`config.mk`:
```
export PLATFORM = sky130hd
export DESIGN_NAME = slab_bitmap_allocator
export DESIGN_NICKNAME = d
export VERILOG_FILES = /design/src/hdl/sba_pkg.sv /design/src/hdl/slab_bitmap_allocator.sv
export SDC_FILE = /design/constraint.sdc
export NUM_CORES = 1
export LEC_CHECK = 0
export BUFFER_PORTS_ARGS = -buffer_cell sky130_fd_sc_hd__buf_2
export CAP_MARGIN = 30
export CORE_ASPECT_RATIO = 1.25
export CORE_MARGIN = 3
export CORE_UTILIZATION = 43
export CTS_BUF_LIST = sky130_fd_sc_hd__clkbuf_4 sky130_fd_sc_hd__clkbuf_8
export CTS_CLUSTER_SIZE = 14
export DETAILED_ROUTE_END_ITERATION = 6
export GPL_ROUTABILITY_DRIVEN = 0
export SLEW_MARGIN = 5
export SYNTH_ARGS = -nofsm -noshare
export SYNTH_HDL_FRONTEND = slang
export SYNTH_SLANG_ARGS = --single-unit
```
`constraint.sdc`:
```
create_clock -name clk -period 6.06 [get_ports clk]
set_clock_uncertainty 0.05 [all_clocks]
set_input_delay 1.212 -clock clk [delete_from_list [all_inputs] [get_ports clk]]
set_output_delay 1.212 -clock clk [all_outputs]
set_load 0.005 [all_outputs]
```
`src/hdl/sba_pkg.sv`:
```
// ---------------------------------------------------------------------------
// sba_pkg - slab bitmap allocator shared definitions
// Slab geometry, field widths, status codes and the object count helper.
// ---------------------------------------------------------------------------
package sba_pkg;

    localparam int SLAB_BYTES   = 4096;
    localparam int MAX_OBJECTS  = 256;

    localparam int ADDR_W       = 48;
    localparam int CLASS_W      = 3;
    localparam int STATUS_W     = 2;
    localparam int IDX_W        = $clog2(MAX_OBJECTS);
    localparam int COUNT_W      = $clog2(MAX_OBJECTS + 1);
    localparam int SHIFT_W      = 4;
    localparam int MIN_SHIFT    = 4;

    // bitmap is scanned one word per cycle
    localparam int WORD_BITS    = 32;
    localparam int BIT_SEL_W    = $clog2(WORD_BITS);
    localparam int NUM_WORDS    = MAX_OBJECTS / WORD_BITS;
    localparam int WORD_SEL_W   = IDX_W - BIT_SEL_W;

    localparam logic [STATUS_W-1:0] ST_OK     = 2'd0;
    localparam logic [STATUS_W-1:0] ST_FULL   = 2'd1;
    localparam logic [STATUS_W-1:0] ST_RANGE  = 2'd2;
    localparam logic [STATUS_W-1:0] ST_DOUBLE = 2'd3;

    localparam logic CFG_SIZE_CLASS = 1'b0;
    localparam logic CFG_BASE_ADDR  = 1'b1;

    localparam logic MODE_ALLOC = 1'b0;
    localparam logic MODE_FREE  = 1'b1;

    // live objects for a size class, capped at the bitmap depth
    function automatic logic [COUNT_W-1:0] obj_count(input logic [CLASS_W-1:0] sc);
        int v;
        v = SLAB_BYTES >> (MIN_SHIFT + int'(sc));
        if (v > MAX_OBJECTS)
        begin
            v = MAX_OBJECTS;
        end
        return COUNT_W'(v);
    endfunction

endpackage

```
`src/hdl/slab_bitmap_allocator.sv`:
```
// ---------------------------------------------------------------------------
// slab_bitmap_allocator - one slab of fixed-size objects
// Occupancy bitmap allocator: allocate takes the lowest clear bit, free
// turns an address back into an index and clears its bit.
// ---------------------------------------------------------------------------
//
//  channel   handshake                    payload
//  -------   ---------------------------  ----------------------------------
//  request   start & !busy                mode, address
//  result    done (one cycle, no stall)   status, object_address,
//                                         object_index, free_count
//  config    cfg_valid & cfg_ready        cfg_index, cfg_data
//
//  Allocate: scans bitmap words in order (up to 8 at 256 objects) until
//  one has a live clear bit, then forms the address; a full slab scans
//  every live word and skips the address step. Each scan step is the
//  single 32-bit word read/priority-encode. Free: subtract, shift/compare
//  and bit test, the subtract through the shared 49-bit adder; an out of
//  range address ends after the compare. One request at a time; busy stays
//  high until done. Reset clears the bitmap, the used count and config at
//  once (flip-flop bitmap, no clearing pass). The receiver cannot stall.
//
module slab_bitmap_allocator
(
    input  logic                            clk,
    input  logic                            rst_n,

    input  logic                            start,
    output logic                            busy,
    input  logic                            mode,
    input  logic [sba_pkg::ADDR_W-1:0]      address,

    output logic                            done,
    output logic [sba_pkg::STATUS_W-1:0]    status,
    output logic [sba_pkg::ADDR_W-1:0]      object_address,
    output logic [sba_pkg::IDX_W-1:0]       object_index,
    output logic [sba_pkg::COUNT_W-1:0]     free_count,

    input  logic                            cfg_valid,
    output logic                            cfg_ready,
    input  logic                            cfg_index,
    input  logic [sba_pkg::ADDR_W-1:0]      cfg_data
);

    // sequencer states
    localparam logic [2:0] S_IDLE   = 3'd0;
    localparam logic [2:0] S_SCAN   = 3'd1;   // alloc: one bitmap word per cycle
    localparam logic [2:0] S_ADDR   = 3'd2;   // alloc: base + idx << shift
    localparam logic [2:0] S_SUB    = 3'd3;   // free: address - base
    localparam logic [2:0] S_CHK    = 3'd4;   // free: shift and range check
    localparam logic [2:0] S_TEST   = 3'd5;   // free: test bit, clear it if set
    localparam logic [2:0] S_FINISH = 3'd6;   // latch result

    // config
    logic [sba_pkg::CLASS_W-1:0]            size_class_reg;
    logic [sba_pkg::ADDR_W-1:0]             base_reg;

    // control
    logic [2:0]                             state_reg, state_next;
    logic                                   done_reg, done_next;
    logic [sba_pkg::COUNT_W-1:0]            used_reg, used_next;

    // occupancy bitmap, word organized
    logic [sba_pkg::WORD_BITS-1:0]          occ_reg [sba_pkg::NUM_WORDS];
    logic                                   occ_we;
    logic                                   occ_wval;

    // per-request working registers
    logic [sba_pkg::ADDR_W-1:0]             addr_reg, addr_next;
    logic [sba_pkg::COUNT_W-1:0]            n_reg, n_next;
    logic [sba_pkg::SHIFT_W-1:0]            shift_reg, shift_next;
    logic [sba_pkg::WORD_SEL_W-1:0]         word_reg, word_next;
    logic [sba_pkg::IDX_W-1:0]              idx_reg, idx_next;
    logic [sba_pkg::STATUS_W-1:0]           st_reg, st_next;
    logic [sba_pkg::ADDR_W-1:0]             oaddr_reg, oaddr_next;
    logic [sba_pkg::ADDR_W-1:0]             diff_reg, diff_next;
    logic                                   borrow_reg, borrow_next;

    // output registers
    logic [sba_pkg::STATUS_W-1:0]           status_reg, status_next;
    logic [sba_pkg::ADDR_W-1:0]             obj_addr_reg, obj_addr_next;
    logic [sba_pkg::IDX_W-1:0]              obj_idx_reg, obj_idx_next;
    logic [sba_pkg::COUNT_W-1:0]            free_reg, free_next;

    // shared adder
    logic [sba_pkg::ADDR_W-1:0]             add_a, add_b;
    logic                                   add_cin;
    logic [sba_pkg::ADDR_W:0]               add_sum;

    // scan datapath
    logic [sba_pkg::WORD_BITS-1:0]          cur_word;
    logic [sba_pkg::WORD_BITS-1:0]          live_mask;
    logic [sba_pkg::WORD_BITS-1:0]          clr_bits;
    logic [sba_pkg::BIT_SEL_W-1:0]          clr_pos;
    logic [sba_pkg::COUNT_W-1:0]            n_minus1;
    logic [sba_pkg::WORD_SEL_W-1:0]         last_word;
    logic [sba_pkg::ADDR_W-1:0]             offset;

    assign busy           = (state_reg != S_IDLE);
    assign done           = done_reg;
    assign status         = status_reg;
    assign object_address = obj_addr_reg;
    assign object_index   = obj_idx_reg;
    assign free_count     = free_reg;
    assign cfg_ready      = 1'b1;

    // one bitmap word read, at word_reg only
    assign cur_word  = occ_reg[word_reg];
    // small slabs: only the low n bits of word 0 are live
    assign live_mask = (n_reg >= sba_pkg::COUNT_W'(sba_pkg::WORD_BITS)) ? '1 :
                       ((sba_pkg::WORD_BITS'(1) << n_reg[sba_pkg::BIT_SEL_W-1:0])
                        - sba_pkg::WORD_BITS'(1));
    assign clr_bits  = ~cur_word & live_mask;
    assign n_minus1  = n_reg - sba_pkg::COUNT_W'(1);
    assign last_word = n_minus1[sba_pkg::IDX_W-1:sba_pkg::BIT_SEL_W];
    assign offset    = diff_reg >> shift_reg;

    // lowest clear bit
    always_comb
    begin
        clr_pos = '0;
        for (int b = sba_pkg::WORD_BITS - 1; b >= 0; b--)
        begin
            if (clr_bits[b])
            begin
                clr_pos = sba_pkg::BIT_SEL_W'(b);
            end
        end
    end

    // adder operands: object address on alloc, address - base on free
    always_comb
    begin
        if (state_reg == S_ADDR)
        begin
            add_a   = base_reg;
            add_b   = sba_pkg::ADDR_W'(idx_reg) << shift_reg;
            add_cin = 1'b0;
        end
        else
        begin
            add_a   = addr_reg;
            add_b   = ~base_reg;
            add_cin = 1'b1;
        end
    end

    assign add_sum = {1'b0, add_a} + {1'b0, add_b} + {{sba_pkg::ADDR_W{1'b0}}, add_cin};

    // sequencer
    always_comb
    begin
        state_next    = state_reg;
        done_next     = 1'b0;
        used_next     = used_reg;
        occ_we        = 1'b0;
        occ_wval      = 1'b0;
        addr_next     = addr_reg;
        n_next        = n_reg;
        shift_next    = shift_reg;
        word_next     = word_reg;
        idx_next      = idx_reg;
        st_next       = st_reg;
        oaddr_next    = oaddr_reg;
        diff_next     = diff_reg;
        borrow_next   = borrow_reg;
        status_next   = status_reg;
        obj_addr_next = obj_addr_reg;
        obj_idx_next  = obj_idx_reg;
        free_next     = free_reg;

        unique case (state_reg)
            S_IDLE:
            begin
                if (start)
                begin
                    addr_next  = address;
                    n_next     = sba_pkg::obj_count(size_class_reg);
                    shift_next = sba_pkg::SHIFT_W'(sba_pkg::MIN_SHIFT)
                                 + sba_pkg::SHIFT_W'(size_class_reg);
                    word_next  = '0;
                    idx_next   = '0;
                    oaddr_next = '0;
                    st_next    = sba_pkg::ST_OK;
                    state_next = (mode == sba_pkg::MODE_FREE) ? S_SUB : S_SCAN;
                end
            end
            S_SCAN:
            begin
                if (clr_bits != '0)
                begin
                    idx_next   = {word_reg, clr_pos};
                    occ_we     = 1'b1;
                    occ_wval   = 1'b1;
                    used_next  = used_reg + sba_pkg::COUNT_W'(1);
                    state_next = S_ADDR;
                end
                else if (word_reg == last_word)
                begin
                    st_next    = sba_pkg::ST_FULL;
                    state_next = S_FINISH;
                end
                else
                begin
                    word_next  = word_reg + sba_pkg::WORD_SEL_W'(1);
                end
            end
            S_ADDR:
            begin
                oaddr_next = add_sum[sba_pkg::ADDR_W-1:0];
                state_next = S_FINISH;
            end
            S_SUB:
            begin
                diff_next   = add_sum[sba_pkg::ADDR_W-1:0];
                borrow_next = ~add_sum[sba_pkg::ADDR_W];
                state_next  = S_CHK;
            end
            S_CHK:
            begin
                if (borrow_reg || (offset >= sba_pkg::ADDR_W'(n_reg)))
                begin
                    st_next    = sba_pkg::ST_RANGE;
                    state_next = S_FINISH;
                end
                else
                begin
                    idx_next   = offset[sba_pkg::IDX_W-1:0];
                    word_next  = offset[sba_pkg::IDX_W-1:sba_pkg::BIT_SEL_W];
                    state_next = S_TEST;
                end
            end
            S_TEST:
            begin
                if (cur_word[idx_reg[sba_pkg::BIT_SEL_W-1:0]])
                begin
                    occ_we   = 1'b1;
                    occ_wval = 1'b0;
                    if (used_reg != '0)
                    begin
                        used_next = used_reg - sba_pkg::COUNT_W'(1);
                    end
                end
                else
                begin
                    // double free: report and leave the bitmap alone
                    st_next = sba_pkg::ST_DOUBLE;
                end
                state_next = S_FINISH;
            end
            S_FINISH:
            begin
                status_next   = st_reg;
                obj_addr_next = oaddr_reg;
                obj_idx_next  = idx_reg;
                free_next     = (n_reg > used_reg) ? (n_reg - used_reg) : '0;
                done_next     = 1'b1;
                state_next    = S_IDLE;
            end
            default:
            begin
                state_next = S_IDLE;
            end
        endcase
    end

    // control and config registers
    always_ff @(posedge clk or negedge rst_n)
    begin
        if (!rst_n)
        begin
            state_reg      <= S_IDLE;
            done_reg       <= 1'b0;
            used_reg       <= '0;
            size_class_reg <= '0;
            base_reg       <= '0;
            for (int w = 0; w < sba_pkg::NUM_WORDS; w++)
            begin
                occ_reg[w] <= '0;
            end
        end
        else
        begin
            state_reg <= state_next;
            done_reg  <= done_next;
            used_reg  <= used_next;
            if (occ_we)
            begin
                occ_reg[word_reg][idx_next[sba_pkg::BIT_SEL_W-1:0]] <= occ_wval;
            end
            if (cfg_valid && cfg_ready)
            begin
                if (cfg_index == sba_pkg::CFG_SIZE_CLASS)
                begin
                    size_class_reg <= cfg_data[sba_pkg::CLASS_W-1:0];
                end
                else
                begin
                    base_reg <= cfg_data;
                end
            end
        end
    end

    // payload registers
    always_ff @(posedge clk)
    begin
        addr_reg     <= addr_next;
        n_reg        <= n_next;
        shift_reg    <= shift_next;
        word_reg     <= word_next;
        idx_reg      <= idx_next;
        st_reg       <= st_next;
        oaddr_reg    <= oaddr_next;
        diff_reg     <= diff_next;
        borrow_reg   <= borrow_next;
        status_reg   <= status_next;
        obj_addr_reg <= obj_addr_next;
        obj_idx_reg  <= obj_idx_next;
        free_reg     <= free_next;
    end

`ifndef SYNTH
    // a result follows a busy cycle
    a_done_after_busy: assert property (@(posedge clk) disable iff (!rst_n)
        done |-> $past(busy))
        else $error("done without a request in flight");

    // accepted request makes the block busy
    a_busy_on_accept: assert property (@(posedge clk) disable iff (!rst_n)
        (start && !busy) |=> busy)
        else $error("request accepted but block not busy");

    // full or range results carry no object
    a_no_object: assert property (@(posedge clk) disable iff (!rst_n)
        (done && (status == sba_pkg::ST_FULL || status == sba_pkg::ST_RANGE))
        |-> (object_address == '0 && object_index == '0))
        else $error("object reported on a failed request");

    // used count never exceeds the bitmap depth
    a_used_bound: assert property (@(posedge clk) disable iff (!rst_n)
        used_reg <= sba_pkg::COUNT_W'(sba_pkg::MAX_OBJECTS))
        else $error("used count overflow");

    // bitmap is only written while a request is in flight
    a_occ_write_busy: assert property (@(posedge clk) disable iff (!rst_n)
        occ_we |-> (busy && !done_next))
        else $error("bitmap write outside a request");
`endif

endmodule
```
# After elaboration in Yosys (flattened, before gate mapping)
# Cells that the tools add are included.
# word_totals
register_bits	558
latchBits	0
ram_bits	0
rom_bits	0
input_bits	102
wordCells	173
memories	0
# op_classes
add_sub_neg	10
mul	0
div_mod_pow	0
n_lt_le_gt_ge	9
eq_ne	18
shifts	4
muxes	78
bitwise_logic	6
reduce_logical	21
# op_table
operator	count
$bwmux W256	1
$mux W5	32
$mux W48	3
$mux W32	4
$bmux W32 S3	1
$demux W32 S3	1
$pmux W48 S2	1
$add A48 B48 Y49	1
$add A49 B1 Y49	1
$ge A48 B9 Y1	1
$not A48 Y48	1
$shl A8 B4 Y48	1
$shr A48 B4 Y48	1
$and A32 B32 Y32	1
$gt A32 B10 Y1 const B	1
$not A32 Y32	1
$reduce_bool A32 Y1	1
$shl A1 B5 Y32 const A	1
$shr A13 B4 Y32 const A	1
$sub A32 B1 Y32 const B	1
$mux W9	3
$mux W8	3
$pmux W8 S3	1
$mux W3	7
other kinds (41)	76

# Longest topological paths before layout
# depth
ltp_word	47
mapped_depth	25
depth_no_buf	19

# Least setup slack after synthesis
# OpenSTA, ideal clock, no wires.
# synth_timing
kind	reg-to-reg
start	reg shift_reg[0] (netlist name)
end	reg oaddr_reg[41] (netlist name) (data pin)
setup_ns	0.269
arrival_time_ns	5.106
setup_slack_ns	0.635
path_stages_with_launch	22
n_path_buf	5
period_less_slack_ns	5.425
cell_sequence	edfxtp_1 -> buf_4 -> buf_2 -> buf_2 -> buf_2 -> buf_1 -> mux2_2 -> o21ai_0 -> nor2_1 -> a21oi_1 -> o22ai_1 -> ha_1 -> a21o_1 -> a21o_1 -> or3_1 -> o2111ai_1 -> o21a_1 -> o31a_1 -> o21bai_1 -> a2111oi_0 -> o21bai_1 -> nor3b_1
# synth_via
elab_chain_len	5
# synth_lines
item	line	rtl
start: declaration	slab_bitmap_allocator.sv:71	logic [sba_pkg::SHIFT_W-1:0] shift_reg, shift_next;
start signal: assignment	slab_bitmap_allocator.sv:310	shift_reg <= shift_next;
$shl A8 B4 Y48	slab_bitmap_allocator.sv:137	add_b = sba_pkg::ADDR_W'(idx_reg) << shift_reg;
$mux W48	slab_bitmap_allocator.sv:134	if (state_reg == S_ADDR)
$add A48 B48 Y49	slab_bitmap_allocator.sv:148	assign add_sum = {1'b0, add_a} + {1'b0, add_b} + {{sba_pkg::ADDR_W{1'b0}}, add_cin};
$add A49 B1 Y49	slab_bitmap_allocator.sv:148	
$pmux W48 S2	slab_bitmap_allocator.sv:172	unique case (state_reg)
end signal: assignment	slab_bitmap_allocator.sv:314	oaddr_reg <= oaddr_next;
end: declaration	slab_bitmap_allocator.sv:75	logic [sba_pkg::ADDR_W-1:0] oaddr_reg, oaddr_next;
# No other way between the ends.
# A chain may end at the register's enable or synchronous reset.

# Worst setup path in the final report
# layout_timing
start	reg word_reg[2] (netlist name)
end	reg occ_reg[137] (netlist name)
# layout_via
elab_chain_len	47
# layout_lines
item	line	rtl
start: declaration	slab_bitmap_allocator.sv:72	logic [sba_pkg::WORD_SEL_W-1:0] word_reg, word_next;
start signal: assignment	slab_bitmap_allocator.sv:311	word_reg <= word_next;
$not A3 Y4 (implied by the code) (*)	slab_bitmap_allocator.sv:108, slab_bitmap_allocator.sv:289	
$bmux W32 S3	slab_bitmap_allocator.sv:108	assign cur_word = occ_reg[word_reg];
$mux W32 (implied by the code) (2 in series)	slab_bitmap_allocator.sv:108	
$not A32 Y32	slab_bitmap_allocator.sv:113	assign clr_bits = ~cur_word & live_mask;
$and A32 B32 Y32	slab_bitmap_allocator.sv:113	
$mux W5 (32 in series)	slab_bitmap_allocator.sv:124	if (clr_bits[b])
$mux W8	slab_bitmap_allocator.sv:190	if (clr_bits != '0)
$pmux W8 S3	slab_bitmap_allocator.sv:172	
$lt A5 B6 Y1 (implied by the code) / $ge A5 B1 Y1 (equally long branches)	slab_bitmap_allocator.sv:289	occ_reg[word_reg][idx_next[sba_pkg::BIT_SEL_W-1:0]] <= occ_wval;
$logic_and A1 B1 Y1 (implied by the code)	slab_bitmap_allocator.sv:289	
$mux W1 (implied by the code)	slab_bitmap_allocator.sv:289	
$demux W1 S5	slab_bitmap_allocator.sv:289	
$mux W32 (implied by the code)	slab_bitmap_allocator.sv:289	
$demux W32 S3	slab_bitmap_allocator.sv:289	
$bwmux W256	slab_bitmap_allocator.sv:289	
end signal: indexed assignment	slab_bitmap_allocator.sv:289	
end: declaration	slab_bitmap_allocator.sv:64	logic [sba_pkg::WORD_BITS-1:0] occ_reg [sba_pkg::NUM_WORDS];
# Mark *: on every way between the ends. The rest lies on a longest branch, timed or not. The select of a mux whose other input is x is not followed.

==> results by group <==
Clock network
  – CTS buffer count: 93
  – Clock sinks: 557
  – Root Buffer: clkbuf_8
  – CTS Hold Buffers Added: 0
  – Clock Latency Late Sink: 720 ps
  – CTS tree: built
  – # H-tree levels: 3
  – Clock-pin slew on the worst setup and hold paths: 60 ps
  – Clock buffer depth: 3

Place
  – Dpl hpwl: 68200 microns
  – Number of port buffers: 170

Routing
  – ANT nets after route: 0
  – DR vias: 25100
  – Drt via density: 6.13
  – Residual DRC: 0
  – Initial drt markers: 2287
  – 1st-pass router iterations: 6
  – WL/cell: 23.9 microns
  – Post-Route WL: 97800 microns

Timing
  – Slew headroom: 0.300
  – Tightest Pin Transition: 1050 ps
  – Max-slew violations: 0
  – Fmax achieved: 172 MHz
  – Setup violators final: 0
  – Min Clock Period, post-route: 5810 ps
  – Unrepaired setup endpoints after global routing: no
  – Worst hold slack: 366 ps
  – Post-route clock period utilization: 0.959
  – Hold Fails Final Rpt: 0
  – Setup TNS Final: 0 ps

Yosys
  – Sequential area share after synthesis: 0.485
  – Cell Area, Synth: 31100 sq um
  – Mapped Cells: 2895
  – Dominant cell type by area after synthesis: dfrtp_1
  – Primary FF master, synth: dfrtp_1
  – Synthesis-stage register bit count: 557
  – Synth Area per Inst: 10.7 sq um
  – Post-synth cell types: 100
  – Post-Syn Nets: 3074
  – FFs w/ async S/R, synth: 0.575
  – Synth warn: 0
  – Synth top area share: 0.258
  – EDFF count, synth: 232
  – Most area-consuming cells after synthesis: dfrtp_1, edfxtp_1, mux2_2

Finish
  – Fill cells: 6405
  – Share of layout cells above drive strength 1: 0.238
  – Fin nets: 3258
  – Max FFs per register: 256
  – Area Growth Syn to Fin: 14.3%

Die
  – Die area: 75600 sq um
  – Die height: 307 microns
  – Std-Cell Core Area: 71200 sq um
  – IO Count: 172
  – Initial Util: 0.437
  – Die X-Extent: 246 microns
  – Rows: 109

Global route
  – Antenna violations before repair: 4
  – Total grt overflow: 0
  – Number of global-route vias before repair: 25600
  – Largest net degree at the start of global routing: 97
  – First-pass GRT wire length: 151000 microns
  – Total GRT Usage: 0.257

Setup path
  – Critical Path RT: 6570 ps
  – CP cell instances: buf_4, nor2_1, a221oi_1, o22ai_1, o21ai_0, o311ai_0, a211oi_1, a211o_1, a221oi_4, buf_4, buf_4, nand4_1, o21ai_0, o21ai_0
  – Worst setup SP type: register
  – CP peak stage delay: 740 ps
  – WS Path Type: register to register
  – Arr. time, crit path: 6320 ps
  – CP Capture Type: register
  – Delay-heaviest family, CP: compound AO/OA/AOI/OAI gates
  – CP Max Fanout: 24
  – Crit-path slowest cell: edfxtp_1
  – Worst Path Buf+Inv: 3

Pwr
  – Power Total: 16.4 mW
  – LEAKAGE: 14.7 nW
  – PwrDens: 462 nW/um^2
  – Maximum VDD drop: 0.000296 V

Worst hold path
  – Worst min path class: register to register

Run status
  – Outcome: finished clean

Job
  – Total of max-cap violations: 0
## metrics by stage
step | instances | worst slack [ps] | instance area, sq um | utilization
floorplan | 2895 | 635 | 31100 | -
global placement | 3923 | 513 | 33400 | 0.470
detailed placement | 3925 | 476 | 33500 | 0.470
CTS | 4088 | 442 | 35500 | 0.498
global route | 4091 | 5.86 | 35500 | 0.499
finish | 4092 | 251 | 35500 | 0.499
## logic make-up (layout without fill, tap and decap cells)
group                    Yosys count  after routing  synth area share
adder cells (fa/ha/maj)           77             77            0.0320
flip-flops                       557            557             0.485
XOR/XNOR                          52             52            0.0147
other                              1              3          0.000121
buffers and inverters            292            544            0.0411
multiplexers                     312            312             0.122
AO/OA/AOI/OAI                    737            737             0.157
AND/OR/NAND/NOR                  867            867             0.148
## synthesized netlist by cell type (34+ instances only)
master	instances
nor2_1	125
o41ai_1	58
nand2b_1	38
inv_1	65
and2_1	50
mux4_2	34
clkbuf_1	138
nand2_1	267
o21ai_0	265
nor2b_1	36
buf_2	44
nor4_1	66
a21oi_1	99
a21o_1	34
mux2_2	184
ha_1	73
mux2i_1	75
edfxtp_1	232
dfrtp_1	320
nor3_1	102
## layer usage
metal  global-route usage  vias up  wire (microns)  part of all wire
met4                0.155        2            6510             0.067
met5                    0        -              11           0.00011
met3               0.0424      321            6950             0.071
met1                0.307    12300           36700              0.38
met2                0.436     1155           47600              0.49
li1                     -    11300               -                 -
## cell usage in the layout (no fill, tap or decap), types with 98 or more instances in the layout
cell type  netlist  layout
dfrtp_1        320     320
edfxtp_1       232     232
buf_4           14     114
o21ai_0        265     264
mux2_2         184     184
clkbuf_8         0     108
nor3_1         102     101
nand2_1        267     266
nor2_1         125     124
a21oi_1         99      98
buf_2           44     169
## repair_timing
action	CTS	global route
gates resized for setup	0	1
endpoints found under the setup margin	0	98
setup buffers	0	1
## final timing paths
| kind | startpoint | to | slack, ps | cells after the start |
|---|---|---|---|---|
| max | word_reg[2] | occ_reg[137] | 250 | 14 |
| min | oaddr_reg[12] | object_address[12] | 370 | 0 |
| max reg2reg | word_reg[2] | occ_reg[137] | 250 | 14 |
| min reg2reg | oaddr_reg[12] | object_address[12] | 370 | 0 |
| max in group asynchronous | rst_n | occ_reg[52] | 4170 | 2 |
| min in group asynchronous | rst_n | occ_reg[205] | 490 | 1 |
## layout make-up
| cell class | count | area (sq um) | area share |
|---|---|---|---|
| well taps | 943 | 1180 | 0.0332 |
| repair buffers | 307 | 2190 | 0.0617 |
| flip-flops and latches | 557 | 15100 | 0.424 |
| clock buffers | 130 | 1650 | 0.0465 |
| inverters | 74 | 280 | 0.00789 |
| diodes | 2 | 5.00 | 0.000141 |
| multi-input cells | 2046 | 14800 | 0.416 |
| clock inverters | 33 | 350 | 0.00986 |
## where the power goes
| part | switching (mW) | leakage [nW] | total [mW] | internal [mW] |
|---|---|---|---|---|
| clock network | 1.58 | 1.06 | 3.64 | 2.06 |
| logic | 4.65 | 7.16 | 7.30 | 2.64 |
| registers | 0.377 | 6.52 | 5.45 | 5.08 |
| total | 6.62 | 14.7 | 16.4 | 9.78 |
Power figures use the tool's default switching activity.
